File: config.mk
export PLATFORM = sky130hd
export DESIGN_NAME = strip_vertical_extent_core
export DESIGN_NICKNAME = d
export VERILOG_FILES = /design/src/design/sve_pkg.sv /design/src/design/sve_ram.sv /design/src/design/sve_front.sv /design/src/design/sve_queue.sv /design/src/design/sve_back.sv /design/src/design/strip_vertical_extent_core.sv
export VERILOG_INCLUDE_DIRS = /design/src /design/src/design
export SDC_FILE = /design/constraint.sdc
export NUM_CORES = 1
export LEC_CHECK = 0
export BUFFER_PORTS_ARGS = -buffer_cell sky130_fd_sc_hd__clkbuf_2
export CORE_ASPECT_RATIO = 1.25
export CORE_MARGIN = 2
export CORE_UTILIZATION = 35
export DETAILED_ROUTE_END_ITERATION = 16
export PLACE_DENSITY_LB_ADDON = 0.2
export SYNTH_ARGS = -nofsm -noshare
export SYNTH_HDL_FRONTEND = slang
export SYNTH_SLANG_ARGS = --single-unit
File: constraint.sdc
create_clock -name clock -period 8.4 [get_ports clock]
set_input_delay 1.68 -clock clock [delete_from_list [all_inputs] [get_ports clock]]
set_output_delay 1.68 -clock clock [all_outputs]
set_load 0.005 [all_outputs]
File: src/design/strip_vertical_extent_core_macros.svh
// Assertion macros used by the queue of the strip vertical extent core.
`ifndef STRIP_VERTICAL_EXTENT_CORE_MACROS_SVH
`define STRIP_VERTICAL_EXTENT_CORE_MACROS_SVH

`ifndef SYNTHESIS

// Same-cycle implication, clocked on clock, off during reset.
`define SVE_ASSERT_IMPL(lbl, ante, cons, msg) \
   lbl: assert property (@(posedge clock) disable iff (reset) (ante) |-> (cons)) \
      else $error(msg);

// Next-cycle implication, clocked on clock, off during reset.
`define SVE_ASSERT_NEXT(lbl, ante, cons, msg) \
   lbl: assert property (@(posedge clock) disable iff (reset) (ante) |=> (cons)) \
      else $error(msg);

`else

`define SVE_ASSERT_IMPL(lbl, ante, cons, msg)
`define SVE_ASSERT_NEXT(lbl, ante, cons, msg)

`endif

`endif

File: src/design/sve_pkg.sv
// Types, constants and the threshold function of the strip vertical extent core.
package sve_pkg;

   // Parameter defaults
   localparam int DEF_SEGMENTS  = 100;
   localparam int DEF_MAX_ROWS  = 1024;
   localparam int DEF_MAX_WIDTH = 4096;

   // Field widths
   localparam int PIXEL_W   = 8;
   localparam int MODE_W    = 3;
   localparam int FWIDTH_W  = 13;
   localparam int SWIDTH_W  = 6;
   localparam int EXT_W     = 10;
   localparam int CSR_ADDR_W = 4;
   localparam int CSR_DATA_W = 32;

   localparam logic [PIXEL_W-1:0] FULL_LEVEL = 8'd255;
   localparam logic [EXT_W-1:0]   EXTENT_MAX = 10'd1023;

   // Register reset values
   localparam logic [PIXEL_W-1:0]  RST_LEVEL  = 8'd55;
   localparam logic [MODE_W-1:0]   RST_MODE   = 3'd0;
   localparam logic [FWIDTH_W-1:0] RST_FWIDTH = 13'd640;
   localparam logic [SWIDTH_W-1:0] RST_SWIDTH = 6'd6;

   // Front-to-back queue depth
   localparam int QUEUE_DEPTH = 4;

   typedef enum logic [MODE_W-1:0] {
      MODE_BINARY      = 3'd0,
      MODE_INVERTED    = 3'd1,
      MODE_TRUNCATE    = 3'd2,
      MODE_TOZERO      = 3'd3,
      MODE_TOZERO_INV  = 3'd4
   } mode_type;

   typedef enum logic [1:0] {
      CSR_LEVEL        = 2'd0,
      CSR_MODE         = 2'd1,
      CSR_FRAME_WIDTH  = 2'd2,
      CSR_STRIP_WIDTH  = 2'd3
   } csr_addr_type;

   typedef struct packed {
      logic [PIXEL_W-1:0] pixel_value;
      logic               frame_end;
   } req_data_type;

   typedef struct packed {
      logic [EXT_W-1:0] largest_extent;
      logic             any_hit;
   } rsp_data_type;

   typedef struct packed {
      logic [PIXEL_W-1:0]  threshold_level;
      logic [MODE_W-1:0]   threshold_mode;
      logic [FWIDTH_W-1:0] frame_width;
      logic [SWIDTH_W-1:0] strip_width;
   } cfg_type;

   // Thresholded value of one pixel; unused mode codes act as binary.
   function automatic logic [PIXEL_W-1:0] thresholded(input logic [PIXEL_W-1:0] v,
                                                      input logic [PIXEL_W-1:0] t,
                                                      input logic [MODE_W-1:0]  mode);
      logic above;
      above = (v > t);
      case (mode)
         MODE_INVERTED:   thresholded = above ? '0 : FULL_LEVEL;
         MODE_TRUNCATE:   thresholded = above ? t : v;
         MODE_TOZERO:     thresholded = above ? v : '0;
         MODE_TOZERO_INV: thresholded = above ? '0 : v;
         default:         thresholded = above ? FULL_LEVEL : '0;
      endcase
   endfunction

endpackage

File: src/design/sve_ram.sv
// Generic single-write, single-read RAM with registered read data.
module sve_ram #(
   parameter int WIDTH = 8,
   parameter int DEPTH = 16
) (
   input  logic                                clock,
   input  logic                                we,
   input  logic [(DEPTH > 1 ? $clog2(DEPTH) : 1)-1:0] waddr,
   input  logic [WIDTH-1:0]                    wdata,
   input  logic                                re,
   input  logic [(DEPTH > 1 ? $clog2(DEPTH) : 1)-1:0] raddr,
   output logic [WIDTH-1:0]                    rdata
);

   logic [WIDTH-1:0] mem_ff [DEPTH];
   logic [WIDTH-1:0] rdata_ff;

   always_ff @(posedge clock) begin
      if (we) begin
         mem_ff[waddr] <= wdata;
      end
      if (re) begin
         rdata_ff <= mem_ff[raddr];
      end
   end

   assign rdata = rdata_ff;

endmodule

File: src/design/sve_front.sv
// Front part: thresholds each pixel and tracks column, strip and row position.
module sve_front #(
   parameter int SEGMENTS  = sve_pkg::DEF_SEGMENTS,
   parameter int MAX_ROWS  = sve_pkg::DEF_MAX_ROWS,
   parameter int MAX_WIDTH = sve_pkg::DEF_MAX_WIDTH,
   parameter int ITEM_W    = 3 + (SEGMENTS > 1 ? $clog2(SEGMENTS) : 1) + $clog2(MAX_ROWS)
) (
   input  logic                  clock,
   input  logic                  reset,
   input  sve_pkg::cfg_type      cfg,
   input  logic                  req_valid,
   output logic                  req_stall,
   input  sve_pkg::req_data_type req_data,
   input  logic                  q_full,
   output logic                  q_push,
   output logic [ITEM_W-1:0]     q_item
);
   import sve_pkg::*;

   localparam int SEG_AW  = (SEGMENTS > 1) ? $clog2(SEGMENTS) : 1;
   localparam int SIDX_W  = $clog2(SEGMENTS + 1);
   localparam int ROW_W   = $clog2(MAX_ROWS);
   localparam int COL_W   = $clog2(MAX_WIDTH);
   localparam int CMP_W   = (COL_W + 1 > FWIDTH_W) ? COL_W + 1 : FWIDTH_W;

   typedef struct packed {
      logic              last;
      logic              hit;
      logic              tracked;
      logic [SEG_AW-1:0] strip_addr;
      logic [ROW_W-1:0]  row;
   } item_type;

   logic [COL_W-1:0]    col_ff,   col_in;
   logic [ROW_W-1:0]    row_ff,   row_in;
   logic [SIDX_W-1:0]   sidx_ff,  sidx_in;
   logic [SWIDTH_W-1:0] cis_ff,   cis_in;

   logic [CMP_W-1:0]    fw_eff;
   logic [SWIDTH_W-1:0] sw_eff;
   logic                row_wrap;
   logic                strip_wrap;
   item_type            item;

   assign req_stall = q_full;
   assign q_push    = req_valid && !req_stall;

   always_comb begin
      fw_eff = CMP_W'(cfg.frame_width);
      if (cfg.frame_width == '0) begin
         fw_eff = CMP_W'(1);
      end else if (CMP_W'(cfg.frame_width) > CMP_W'(MAX_WIDTH)) begin
         fw_eff = CMP_W'(MAX_WIDTH);
      end
      sw_eff = (cfg.strip_width == '0) ? SWIDTH_W'(1) : cfg.strip_width;
      row_wrap   = (CMP_W'(col_ff) + CMP_W'(1)) >= fw_eff;
      strip_wrap = ({1'b0, cis_ff} + (SWIDTH_W + 1)'(1)) >= {1'b0, sw_eff};
   end

   always_comb begin
      item.last       = req_data.frame_end;
      item.hit        = thresholded(req_data.pixel_value, cfg.threshold_level,
                                    cfg.threshold_mode) == '0;
      item.tracked    = sidx_ff < SIDX_W'(SEGMENTS);
      item.strip_addr = sidx_ff[SEG_AW-1:0];
      item.row        = row_ff;
      q_item          = item;
   end

   always_comb begin
      col_in  = col_ff;
      row_in  = row_ff;
      sidx_in = sidx_ff;
      cis_in  = cis_ff;
      if (q_push) begin
         if (row_wrap) begin
            col_in  = '0;
            cis_in  = '0;
            sidx_in = '0;
            if (row_ff != ROW_W'(MAX_ROWS - 1)) begin
               row_in = row_ff + ROW_W'(1);
            end
         end else begin
            col_in = col_ff + COL_W'(1);
            if (strip_wrap) begin
               cis_in = '0;
               if (sidx_ff < SIDX_W'(SEGMENTS)) begin
                  sidx_in = sidx_ff + SIDX_W'(1);
               end
            end else begin
               cis_in = cis_ff + SWIDTH_W'(1);
            end
         end
         if (req_data.frame_end) begin
            col_in  = '0;
            row_in  = '0;
            sidx_in = '0;
            cis_in  = '0;
         end
      end
   end

   always_ff @(posedge clock) begin
      if (reset) begin
         col_ff  <= '0;
         row_ff  <= '0;
         sidx_ff <= '0;
         cis_ff  <= '0;
      end else begin
         col_ff  <= col_in;
         row_ff  <= row_in;
         sidx_ff <= sidx_in;
         cis_ff  <= cis_in;
      end
   end

endmodule

File: src/design/sve_queue.sv
// Short queue between the front and back parts.
module sve_queue #(
   parameter int WIDTH = 8,
   parameter int DEPTH = sve_pkg::QUEUE_DEPTH
) (
   input  logic             clock,
   input  logic             reset,
   input  logic             push,
   input  logic [WIDTH-1:0] push_data,
   output logic             full,
   input  logic             pop,
   output logic             head_valid,
   output logic [WIDTH-1:0] head_data
);
   import sve_pkg::*;

   `include "strip_vertical_extent_core_macros.svh"

   localparam int PTR_W = $clog2(DEPTH);
   localparam int CNT_W = $clog2(DEPTH + 1);

   logic [WIDTH-1:0] entry_ff [DEPTH];
   logic [PTR_W-1:0] wr_ptr_ff, wr_ptr_in;
   logic [PTR_W-1:0] rd_ptr_ff, rd_ptr_in;
   logic [CNT_W-1:0] count_ff,  count_in;

   assign full       = count_ff == CNT_W'(DEPTH);
   assign head_valid = count_ff != '0;
   assign head_data  = entry_ff[rd_ptr_ff];

   always_comb begin
      wr_ptr_in = wr_ptr_ff;
      rd_ptr_in = rd_ptr_ff;
      count_in  = count_ff;
      if (push) begin
         wr_ptr_in = (wr_ptr_ff == PTR_W'(DEPTH - 1)) ? '0 : wr_ptr_ff + PTR_W'(1);
      end
      if (pop) begin
         rd_ptr_in = (rd_ptr_ff == PTR_W'(DEPTH - 1)) ? '0 : rd_ptr_ff + PTR_W'(1);
      end
      if (push && !pop) begin
         count_in = count_ff + CNT_W'(1);
      end else if (pop && !push) begin
         count_in = count_ff - CNT_W'(1);
      end
   end

   always_ff @(posedge clock) begin
      if (push) begin
         entry_ff[wr_ptr_ff] <= push_data;
      end
   end

   always_ff @(posedge clock) begin
      if (reset) begin
         wr_ptr_ff <= '0;
         rd_ptr_ff <= '0;
         count_ff  <= '0;
      end else begin
         wr_ptr_ff <= wr_ptr_in;
         rd_ptr_ff <= rd_ptr_in;
         count_ff  <= count_in;
      end
   end

   `SVE_ASSERT_IMPL(a_no_push_when_full, push, count_ff != CNT_W'(DEPTH), "push into full queue")
   `SVE_ASSERT_IMPL(a_no_pop_when_empty, pop, count_ff != '0, "pop from empty queue")
   `SVE_ASSERT_IMPL(a_count_bound, 1'b1, count_ff <= CNT_W'(DEPTH), "queue count over depth")
   `SVE_ASSERT_NEXT(a_count_grows, push && !pop, count_ff == $past(count_ff) + CNT_W'(1), "count did not grow")

endmodule

File: src/design/sve_back.sv
// Back part: per-strip first-row store, running extent maximum and result register.
module sve_back #(
   parameter int SEGMENTS = sve_pkg::DEF_SEGMENTS,
   parameter int MAX_ROWS = sve_pkg::DEF_MAX_ROWS,
   parameter int ITEM_W   = 3 + (SEGMENTS > 1 ? $clog2(SEGMENTS) : 1) + $clog2(MAX_ROWS)
) (
   input  logic                  clock,
   input  logic                  reset,
   input  logic                  q_valid,
   input  logic [ITEM_W-1:0]     q_item,
   output logic                  q_pop,
   output logic                  rsp_valid,
   input  logic                  rsp_stall,
   output sve_pkg::rsp_data_type rsp_data
);
   import sve_pkg::*;

   localparam int SEG_AW    = (SEGMENTS > 1) ? $clog2(SEGMENTS) : 1;
   localparam int ROW_W     = $clog2(MAX_ROWS);
   localparam int EXT_CMP_W = (ROW_W > EXT_W) ? ROW_W : EXT_W;

   typedef struct packed {
      logic              last;
      logic              hit;
      logic              tracked;
      logic [SEG_AW-1:0] strip_addr;
      logic [ROW_W-1:0]  row;
   } item_type;

   logic          advance;
   item_type      s1_item_ff, s1_item_in;
   logic          s1_valid_ff, s1_valid_in;
   item_type      s2_item_ff, s2_item_in;
   logic          s2_valid_ff, s2_valid_in;
   logic          s2_ext_ok_ff, s2_ext_ok_in;
   logic [SEGMENTS-1:0] seen_ff, seen_in;
   logic [EXT_W-1:0] largest_ff, largest_in;
   logic          hit_ff, hit_in;
   logic          rsp_valid_ff, rsp_valid_in;
   rsp_data_type  rsp_data_ff, rsp_data_in;

   logic             s1_go;
   logic             s1_track_hit;
   logic             s1_was_seen;
   logic             ram_we;
   logic             ram_re;
   logic [ROW_W-1:0] first_row;
   logic [ROW_W-1:0] ext_raw;
   logic [EXT_CMP_W-1:0] ext_wide;
   logic [EXT_W-1:0] ext_sat;
   logic [EXT_W-1:0] cand;
   logic             hit_new;

   // Hold the whole back part only when a finished frame result cannot be placed.
   assign advance = !(s2_valid_ff && s2_item_ff.last && rsp_valid_ff && rsp_stall);
   assign q_pop   = advance && q_valid;

   always_comb begin
      s1_item_in  = s1_item_ff;
      s1_valid_in = s1_valid_ff;
      s2_item_in  = s2_item_ff;
      s2_valid_in = s2_valid_ff;
      if (advance) begin
         s1_item_in  = item_type'(q_item);
         s1_valid_in = q_valid;
         s2_item_in  = s1_item_ff;
         s2_valid_in = s1_valid_ff;
      end
   end

   // Stage 1: record the first row of a strip, or fetch it for an extent.
   always_comb begin
      s1_go        = advance && s1_valid_ff;
      s1_track_hit = s1_item_ff.hit && s1_item_ff.tracked;
      s1_was_seen  = seen_ff[s1_item_ff.strip_addr];
      ram_we       = s1_go && s1_track_hit && !s1_was_seen;
      ram_re       = s1_go && s1_track_hit && s1_was_seen;
      seen_in      = seen_ff;
      s2_ext_ok_in = s2_ext_ok_ff;
      if (s1_go) begin
         s2_ext_ok_in = s1_track_hit && s1_was_seen;
         if (ram_we) begin
            seen_in[s1_item_ff.strip_addr] = 1'b1;
         end
         if (s1_item_ff.last) begin
            seen_in = '0;
         end
      end else if (advance) begin
         s2_ext_ok_in = 1'b0;
      end
   end

   sve_ram #(
      .WIDTH (ROW_W),
      .DEPTH (SEGMENTS)
   ) u_first_row (
      .clock (clock),
      .we    (ram_we),
      .waddr (s1_item_ff.strip_addr),
      .wdata (s1_item_ff.row),
      .re    (ram_re),
      .raddr (s1_item_ff.strip_addr),
      .rdata (first_row)
   );

   // Stage 2: extent, running maximum and frame result.
   always_comb begin
      ext_raw  = s2_item_ff.row - first_row;
      ext_wide = EXT_CMP_W'(ext_raw);
      ext_sat  = (ext_wide > EXT_CMP_W'(EXTENT_MAX)) ? EXTENT_MAX : ext_wide[EXT_W-1:0];
      cand     = (s2_ext_ok_ff && (ext_sat > largest_ff)) ? ext_sat : largest_ff;
      hit_new  = hit_ff || s2_item_ff.hit;

      largest_in   = largest_ff;
      hit_in       = hit_ff;
      rsp_data_in  = rsp_data_ff;
      rsp_valid_in = rsp_valid_ff && rsp_stall;
      if (advance && s2_valid_ff) begin
         if (s2_item_ff.last) begin
            rsp_data_in.largest_extent = cand;
            rsp_data_in.any_hit        = hit_new;
            rsp_valid_in               = 1'b1;
            largest_in                 = '0;
            hit_in                     = 1'b0;
         end else begin
            largest_in = cand;
            hit_in     = hit_new;
         end
      end
   end

   always_ff @(posedge clock) begin
      s1_item_ff   <= s1_item_in;
      s2_item_ff   <= s2_item_in;
      s2_ext_ok_ff <= s2_ext_ok_in;
      rsp_data_ff  <= rsp_data_in;
   end

   always_ff @(posedge clock) begin
      if (reset) begin
         s1_valid_ff  <= 1'b0;
         s2_valid_ff  <= 1'b0;
         seen_ff      <= '0;
         largest_ff   <= '0;
         hit_ff       <= 1'b0;
         rsp_valid_ff <= 1'b0;
      end else begin
         s1_valid_ff  <= s1_valid_in;
         s2_valid_ff  <= s2_valid_in;
         seen_ff      <= seen_in;
         largest_ff   <= largest_in;
         hit_ff       <= hit_in;
         rsp_valid_ff <= rsp_valid_in;
      end
   end

   assign rsp_valid = rsp_valid_ff;
   assign rsp_data  = rsp_data_ff;

endmodule

File: src/design/strip_vertical_extent_core.sv
// Top level of the strip vertical extent core: CSR block, front, queue and back parts.
// A frame-end pixel's result passes the queue, stage 1, stage 2 and then the result register.
// Throughput: one pixel per cycle; the front stalls only when the 4-entry queue fills
//   behind a frame result that waits in the output register while the next one is ready.
// Reset (synchronous, active high) loads the register defaults, clears counters, strip
//   seen bits, running maximum and result valid; the first-row RAM needs no clearing.
module strip_vertical_extent_core #(
   parameter int SEGMENTS  = sve_pkg::DEF_SEGMENTS,
   parameter int MAX_ROWS  = sve_pkg::DEF_MAX_ROWS,
   parameter int MAX_WIDTH = sve_pkg::DEF_MAX_WIDTH
) (
   input  logic                                 clock,
   input  logic                                 reset,
   // Pixel channel
   input  logic                                 req_valid,
   output logic                                 req_stall,
   input  sve_pkg::req_data_type                req_data,
   // Result channel
   output logic                                 rsp_valid,
   input  logic                                 rsp_stall,
   output sve_pkg::rsp_data_type                rsp_data,
   // Register port
   input  logic                                 psel,
   input  logic                                 penable,
   input  logic                                 pwrite,
   input  logic [sve_pkg::CSR_ADDR_W-1:0]       paddr,
   input  logic [sve_pkg::CSR_DATA_W-1:0]       pwdata,
   output logic [sve_pkg::CSR_DATA_W-1:0]       prdata,
   output logic                                 pready
);
   import sve_pkg::*;

   localparam int SEG_AW = (SEGMENTS > 1) ? $clog2(SEGMENTS) : 1;
   localparam int ITEM_W = 3 + SEG_AW + $clog2(MAX_ROWS);

   logic [PIXEL_W-1:0]  level_ff,  level_in;
   logic [MODE_W-1:0]   mode_ff,   mode_in;
   logic [FWIDTH_W-1:0] fwidth_ff, fwidth_in;
   logic [SWIDTH_W-1:0] swidth_ff, swidth_in;
   logic                csr_write;
   cfg_type             cfg;

   logic                q_push;
   logic [ITEM_W-1:0]   q_push_item;
   logic                q_full;
   logic                q_pop;
   logic                q_head_valid;
   logic [ITEM_W-1:0]   q_head_item;

   // Register file: pready is tied high, a write lands at the access phase of the transfer.
   assign pready    = 1'b1;
   assign csr_write = psel && penable && pwrite && pready;

   always_comb begin
      level_in  = level_ff;
      mode_in   = mode_ff;
      fwidth_in = fwidth_ff;
      swidth_in = swidth_ff;
      if (csr_write) begin
         case (paddr[3:2])
            CSR_LEVEL:       level_in  = pwdata[PIXEL_W-1:0];
            CSR_MODE:        mode_in   = pwdata[MODE_W-1:0];
            CSR_FRAME_WIDTH: fwidth_in = pwdata[FWIDTH_W-1:0];
            CSR_STRIP_WIDTH: swidth_in = pwdata[SWIDTH_W-1:0];
            default: ;
         endcase
      end
   end

   always_comb begin
      case (paddr[3:2])
         CSR_LEVEL:       prdata = CSR_DATA_W'(level_ff);
         CSR_MODE:        prdata = CSR_DATA_W'(mode_ff);
         CSR_FRAME_WIDTH: prdata = CSR_DATA_W'(fwidth_ff);
         CSR_STRIP_WIDTH: prdata = CSR_DATA_W'(swidth_ff);
         default:         prdata = '0;
      endcase
   end

   always_ff @(posedge clock) begin
      if (reset) begin
         level_ff  <= RST_LEVEL;
         mode_ff   <= RST_MODE;
         fwidth_ff <= RST_FWIDTH;
         swidth_ff <= RST_SWIDTH;
      end else begin
         level_ff  <= level_in;
         mode_ff   <= mode_in;
         fwidth_ff <= fwidth_in;
         swidth_ff <= swidth_in;
      end
   end

   always_comb begin
      cfg.threshold_level = level_ff;
      cfg.threshold_mode  = mode_ff;
      cfg.frame_width     = fwidth_ff;
      cfg.strip_width     = swidth_ff;
   end

   // Front: threshold and position tracking, one pixel per transfer.
   sve_front #(
      .SEGMENTS  (SEGMENTS),
      .MAX_ROWS  (MAX_ROWS),
      .MAX_WIDTH (MAX_WIDTH),
      .ITEM_W    (ITEM_W)
   ) u_front (
      .clock     (clock),
      .reset     (reset),
      .cfg       (cfg),
      .req_valid (req_valid),
      .req_stall (req_stall),
      .req_data  (req_data),
      .q_full    (q_full),
      .q_push    (q_push),
      .q_item    (q_push_item)
   );

   // Queue: decouple the front from stalls of the result channel.
   sve_queue #(
      .WIDTH (ITEM_W),
      .DEPTH (QUEUE_DEPTH)
   ) u_queue (
      .clock      (clock),
      .reset      (reset),
      .push       (q_push),
      .push_data  (q_push_item),
      .full       (q_full),
      .pop        (q_pop),
      .head_valid (q_head_valid),
      .head_data  (q_head_item)
   );

   // Back: strip store update, extent maximum and result register.
   sve_back #(
      .SEGMENTS (SEGMENTS),
      .MAX_ROWS (MAX_ROWS),
      .ITEM_W   (ITEM_W)
   ) u_back (
      .clock     (clock),
      .reset     (reset),
      .q_valid   (q_head_valid),
      .q_item    (q_head_item),
      .q_pop     (q_pop),
      .rsp_valid (rsp_valid),
      .rsp_stall (rsp_stall),
      .rsp_data  (rsp_data)
   );

endmodule
==> results of run 1 <==
## state kept, by name, summed over array words and instances (netlist names), 10 cells and up
name / cells
u_queue.entry_ff: 80
u_back.u_first_row.mem_ff: 1000
u_back.seen_ff: 100
u_back.largest_ff: 10
u_front.row_ff: 10
fwidth_ff: 13
u_back.s1_item_ff: 20
u_front.col_ff: 12
u_back.s2_item_ff: 12
u_back.rsp_data: 11
u_back.u_first_row.rdata: 10
## final timing paths
kind	from	end	slack [ps]	depth (start not counted)
setup reg to reg	u_back.s1_item_ff[10]$_DFFE_PN_	u_back.u_first_row.mem_ff[54][5]$_DFFE_PP_	2620	9
setup / recovery	u_back.s1_item_ff[10]$_DFFE_PN_	u_back.u_first_row.mem_ff[54][5]$_DFFE_PP_	2620	9
hold / removal	u_back.s1_item_ff[18]$_DFFE_PN_	u_back.s2_item_ff[18]$_DFFE_PN_	460	0
hold reg to reg	u_back.s1_item_ff[18]$_DFFE_PN_	u_back.s2_item_ff[18]$_DFFE_PN_	460	0
## cell usage in the layout (no fill, tap or decap), drive strengths merged, types with 10 or more instances in the layout
cell type,netlist,layout
a22o,194,194
a31oi,78,78
a211o,10,10
ha,56,56
nand3b,12,12
conb,2,20
buf,135,68
mux4,53,53
mux2i,20,20
o21ai,27,27
o211ai,12,12
edfxtp,1134,1134
nand3,38,38
nor3,19,19
inv,45,56
and2,23,23
clkinv,0,38
a22oi,294,294
nand4,59,59
a221oi,102,102
nor2b,15,15
nor2,187,187
xor2,33,33
a21oi,64,64
and3,14,14
xnor2,10,10
clkbuf,94,233
a21o,10,10
nand2,115,115
dfxtp,186,186
## critical path, stage by stage, from the launching register on
cell	delay (ps)
edfxtp_1	880
buf_12	340
mux4_2	530
mux2i_1	230
o22ai_1	130
nor2_1	150
o211ai_1	260
nor3_4	670
nand2_1	910
nor2_1	1210
## metal layers
metal / vias up / global-route usage (%) / wire [um]
met5: - / 0 / 13
met4: 2 / 5.83 / 4010
met3: 194 / 2.95 / 7260
met2: 911 / 31.9 / 70400
met1: 15126 / 24.4 / 57600
li1: 12931 / - / -
## final cells by class
class	count	area (um^2)
clock buffer	177	3690
antenna	2	5.00
clock inverter	60	552
sequential	1320	37800
fill	13263	87000
timing repair buffer	124	903
multi-input combinational	1598	11900
tap	1896	2370
inverter	45	169
## power by group
| group | internal (W) | total [W] | switching [W] |
|---|---|---|---|
| Combinational | 0.00139 | 0.00504 | 0.00365 |
| Sequential | 0.00809 | 0.00829 | 0.000200 |
| Clock | 0.00334 | 0.00585 | 0.00250 |
## kinds of logic (layout without fill, tap and decap cells)
group           count (synthesis)  in the layout  share of synthesized area, %
other cells                     2             22                        0.0148
buf+inv                       274            406                          2.40
fa+ha+maj                      58             58                          1.46
compound gates                860            860                          13.0
simple gates                  535            535                          5.11
flops                        1320           1320                          74.4
mux                            82             82                          2.94
xor+xnor                       43             43                         0.742
## stage by stage
step | utilization [%] | instances
2_1_floorplan | - | 3192
6_report | 39.7 | 5222
3_3_place_gp | 36.8 | 4983
3_5_place_dp | 36.8 | 4983
5_1_grt | 39.7 | 5220
4_1_cts | 39.7 | 5220
==> metrics.md, run 1 <==
| Metric | Value |
|---|---|
| Clock sinks | about 1300 |
| Largest cells by area after synthesis | edfxtp_1 (67%), dfxtp_1 (7.3%), a22oi_1 (4.3%) |
| Synth unique cells | 68 |
| Area share of the largest cell type after synthesis | between 60 and 70% |
| Hold Path Class | reg2reg |
| Fmax | 173 MHz |
| Ys Warns | 0 |
| Number of remaining DRC errors | 0 |
| Layout cells sized above 1 | a little under an eighth |
| Layout net count | 3331 |
| Placement Cell Area | around 53000 um^2 |
| CP Launch Type | flop |
| Initial antenna violation count | 2 |
| Worst-Margin Slew | 1370 ps |
| DP HPWL | 80.4 mm |
| Top Ports | just under 100 |
| Clock slew at reported path FFs | roughly 60 ps |
| TritonCTS buffer count | approximately 130 |
| RSZ-0062 raised after global routing | no |
| Netlist Area Pre-Place | 50800 um^2 |
| First-pass GRT wire length | 203 mm |
| Initial core utilization | between 30% and 40% |
| Top cells by count, synth | edfxtp_1 (1134), a22oi_1 (294), a22o_1 (194) |
| Core Area | roughly 140000 um^2 |
| Drt via density | 5.58 |
| Status | finished, final reports clean |
| H-tree levels | 4 |
| DRT antenna net count | 0 |
| Register area share after synthesis | between 70% and 80% |
| WS Path Type | reg2reg |
| Register bit total from synthesis | 1320 |
| Arrival time at the worst endpoint | 6140 ps |
| DR WL/cell | 26.7 um |
| Count of pins over their slew limit | 0 |
| Final setup fails | 0 |
| Via count | ~30000 |
| Req. time, crit path | 8770 ps |
| Synth async-reset ratio | 0% |
| Setup slack after layout | 2620 ps |
| Die span in x | approximately 340 um |
| Pin count of the biggest net entering global routing | 102 |
| Area leader, netlist | edfxtp_1 |
| Finished Cell Area | 57400 um^2 |
| GRT Total Usage | 18.7% |
| CTS Buffer Depth | 3 |
| Drt initial violations | 2839 |
| Skew final | 24.6 ps |
| Clk Latency, worst-skew pair | 770 ps |
| Hold_buf cts | 0 |
| Crit Path Max Fanout | 42 |
| Most frequent cell after synthesis | edfxtp_1 |
| Root buffer cell | clkbuf_16 |
| Pwr Total | 0.0192 W |
| CTS tree | built |
| DRT Pass-1 Iters | 5 |
| Post-synth EDFFs | 1134 |
| Postcts setup bufs | 0 |
| Final Hold Viols | 0 |
| Hold_ws | ~460 ps |
| Crit share post-route | 68.8% |
| LEAKAGE | 18.2 nW |
| Power density cells | 334 nW/um^2 |
| Avg Inst Size Synth | 16.0 um^2 |
| Total grt overflow | 0 |
| Max Cap Viol | 0 |
| Wirelength, routed | roughly 140 mm |
| Die Ht | 430 um |
| GPL Wtd Cong | 0.779 |
| Critical path capture point type | flop |
| Cells after Synth | 3174 |
| Die footprint | 148000 um^2 |
| Num rows | 156 |
| Post-cts resize count | 0 |
| Min cycle time layout | around 5800 ps |
| Layout area overhead | 13.0% |
| Peak supply drop | 0.000233 V |
| Pre-CTS setup slack | between 2000 and 3000 ps |
| Ys flop type | edfxtp_1 |
| IO Port Bufs | 56 |
| Vias in the first global route | 28836 |
| Fin Setup TNS | 0 ps |
| Worst slew margin | 8.06% |
(Power assumes the default switching activity.)
==> run 2, diff against run 1 <==
clock period = 5.7 ns   (was 8.4 ns; I/O delays follow)
==> metrics.md, run 2 (same netlist as run 1, synthesis figures left out) <==
| Metric | Value |
|---|---|
| Clock sinks | between 1000 and 1500 |
| Skew final | approximately 31 ps |
| Top Ports | 98 |
| First-pass GRT wire length | 207 mm |
| Min cycle time layout | 4630 ps |
| FF-to-FF setup slack | 1070 ps |
| Peak supply drop | 0.000280 V |
| Wirelength, routed | 141 mm |
| Total grt overflow | 0 |
| Most frequent cells in the layout | edfxtp_1 (1134), a22oi_1 (294), buf_4 (212) |
| Drt via density | 5.51 |
| Initial antenna violation count | 1 |
| GPL Wtd Cong | 0.826 |
| Worst slew margin | 15.1% |
| WS Path Type | reg2reg |
| Filler instances | 13183 |
| LEAKAGE | ~19 nW |
| Number of remaining DRC errors | 0 |
| Crit Path Max Fanout | 18 |
| Area of the multi-input gates | ~12000 um^2 |
| Num rows | 156 |
| Max Cap Viol | 0 |
| Fmax | 216 MHz |
| Post-cts resize count | 0 |
| Count of pins over their slew limit | 0 |
| DRT antenna net count | 0 |
| IO Port Bufs | 56 |
| GRT Total Usage | 19.0% |
| Core Area | 144000 um^2 |
| Pin count of the biggest net entering global routing | 102 |
| Status | finished, final reports clean |
| Top Registers | u_back.u_first_row.mem_ff: 1000 flops, u_back.seen_ff: 100 flops, u_queue.entry_ff: 80 flops |
| Final Hold Viols | 0 |
| CTS Buffer Depth | 3 |
| Hold_buf cts | 0 |
| Vias in the first global route | a little under 30000 |
| CP top delay family | simple AND/OR/NAND/NOR gates |
| Arrival time at the worst endpoint | about 5000 ps |
| Critical path capture point type | flop |
| CP Launch Type | flop |
| CP bufs+invs | 3 |
| Largest reg by FF count | u_back.u_first_row.mem_ff |
| RSZ-0062 raised after global routing | no |
| Critical Path Most Common Cell | buf_4 |
| Postcts setup bufs | 0 |
| Clk Latency, worst-skew pair | 770 ps |
| Root buffer cell | clkbuf_16 |
| TritonCTS buffer count | 134 |
| Final setup fails | 0 |
| Worst-path cell chain | buf_4, mux4_2, mux2i_1, a21oi_1, a211o_1, nor3_4, nand2_1, buf_4, nor2_1, buf_4 |
| H-tree levels | 4 |
| Worst-Margin Slew | 1270 ps |
| DRT Pass-1 Iters | 6 |
| Clock slew at reported path FFs | around 60 ps |
| Req. time, crit path | 6140 ps |
| CP max stage delay | about 800 ps |
| Most common cell after layout, fill and taps aside | edfxtp_1 |
| N_diodes | 0 |
| Die span in x | 345 um |
| Die Ht | 430 um |
| Sequential cell area | 37800 um^2 |
| Layout cells sized above 1 | 16.1% |
| CP max-delay cell | edfxtp_1 |
| CTS tree | built |
| DR WL/cell | 26.2 um |
| Via count | 29658 |
| Crit share post-route | between 80 and 90% |
| DP HPWL | 85.4 mm |
| Layout area overhead | 15.8% |
| Power density cells | 488 nW/um^2 |
| Hold Path Class | reg2reg |
| Hold_ws | 443 ps |
| Drt initial violations | between 2000 and 3000 |
| Die footprint | around 150000 um^2 |
| Layout net count | 3494 |
| Fin Setup TNS | 0 ps |
| Max FFs per register | 1000 |
| Initial core utilization | 35.2% |
==> run 2: cell types whose count changed in the layout (fill, tap and decap cells not counted), moves of 5 or more <==
| cell | change |
|---|---|
| clkbuf_16 | -5 |
| buf_4 | +153 |
| buf_12 | +8 |
| inv_6 | -7 |
==> run 2: stage by stage <==
stage          std cells  setup WS, ps  instance area (um^2)  util, %  power [W]
2_1_floorplan       3192          1670                 50900        -     0.0166
3_3_place_gp        5144          1060                 54500     37.7     0.0202
3_5_place_dp        5144          1080                 54500     37.7     0.0202
4_1_cts             5385          1050                 58800     40.7     0.0290
5_1_grt             5385           870                 58800     40.7     0.0298
6_report            5385          1070                 58800     40.7     0.0287
==> run 2: cell type report <==
class | count | area share [%]
sequential | 1320 | 64.2
multi-input combinational | 1598 | 20.3
clock buffer | 173 | 6.09
tap | 1896 | 4.03
timing repair buffer | 285 | 3.76
clock inverter | 68 | 1.31
inverter | 45 | 0.287
==> run 2: power by group <==
| part | internal (W) | leakage [nW] | switching, W |
|---|---|---|---|
| Combinational | 0.00228 | 5.21 | 0.00531 |
| Sequential | 0.0119 | 11.8 | 0.000406 |
| Clock | 0.00503 | 2.12 | 0.00375 |
| Total | 0.0192 | 19.1 | 0.00946 |
==> run 2: path summary, 6_finish.rpt <==
kind | endpoint | cells after the start | start
worst min register to register | u_back.s2_item_ff[18]$_DFFE_PN_ | 0 | u_back.s1_item_ff[18]$_DFFE_PN_
worst max register to register | u_back.u_first_row.mem_ff[75][1]$_DFFE_PP_ | 10 | u_back.s1_item_ff[10]$_DFFE_PN_
worst max-delay path | u_back.u_first_row.mem_ff[75][1]$_DFFE_PP_ | 10 | u_back.s1_item_ff[10]$_DFFE_PN_
worst min-delay path | u_back.s2_item_ff[18]$_DFFE_PN_ | 0 | u_back.s1_item_ff[18]$_DFFE_PN_
==> run 2: layer usage <==
metal  routed length [um]  part of all wire (%)  vias to the layer above  global-route usage, %
li1                     -                     -                    13248                      -
met1                60100                    43                    15361                   25.1
met2                70300                    50                      847                   32.1
met3                 6600                   4.7                      200                   2.62
met4                 4340                   3.1                        2                   6.47
met5                   13                0.0092                        -                      0
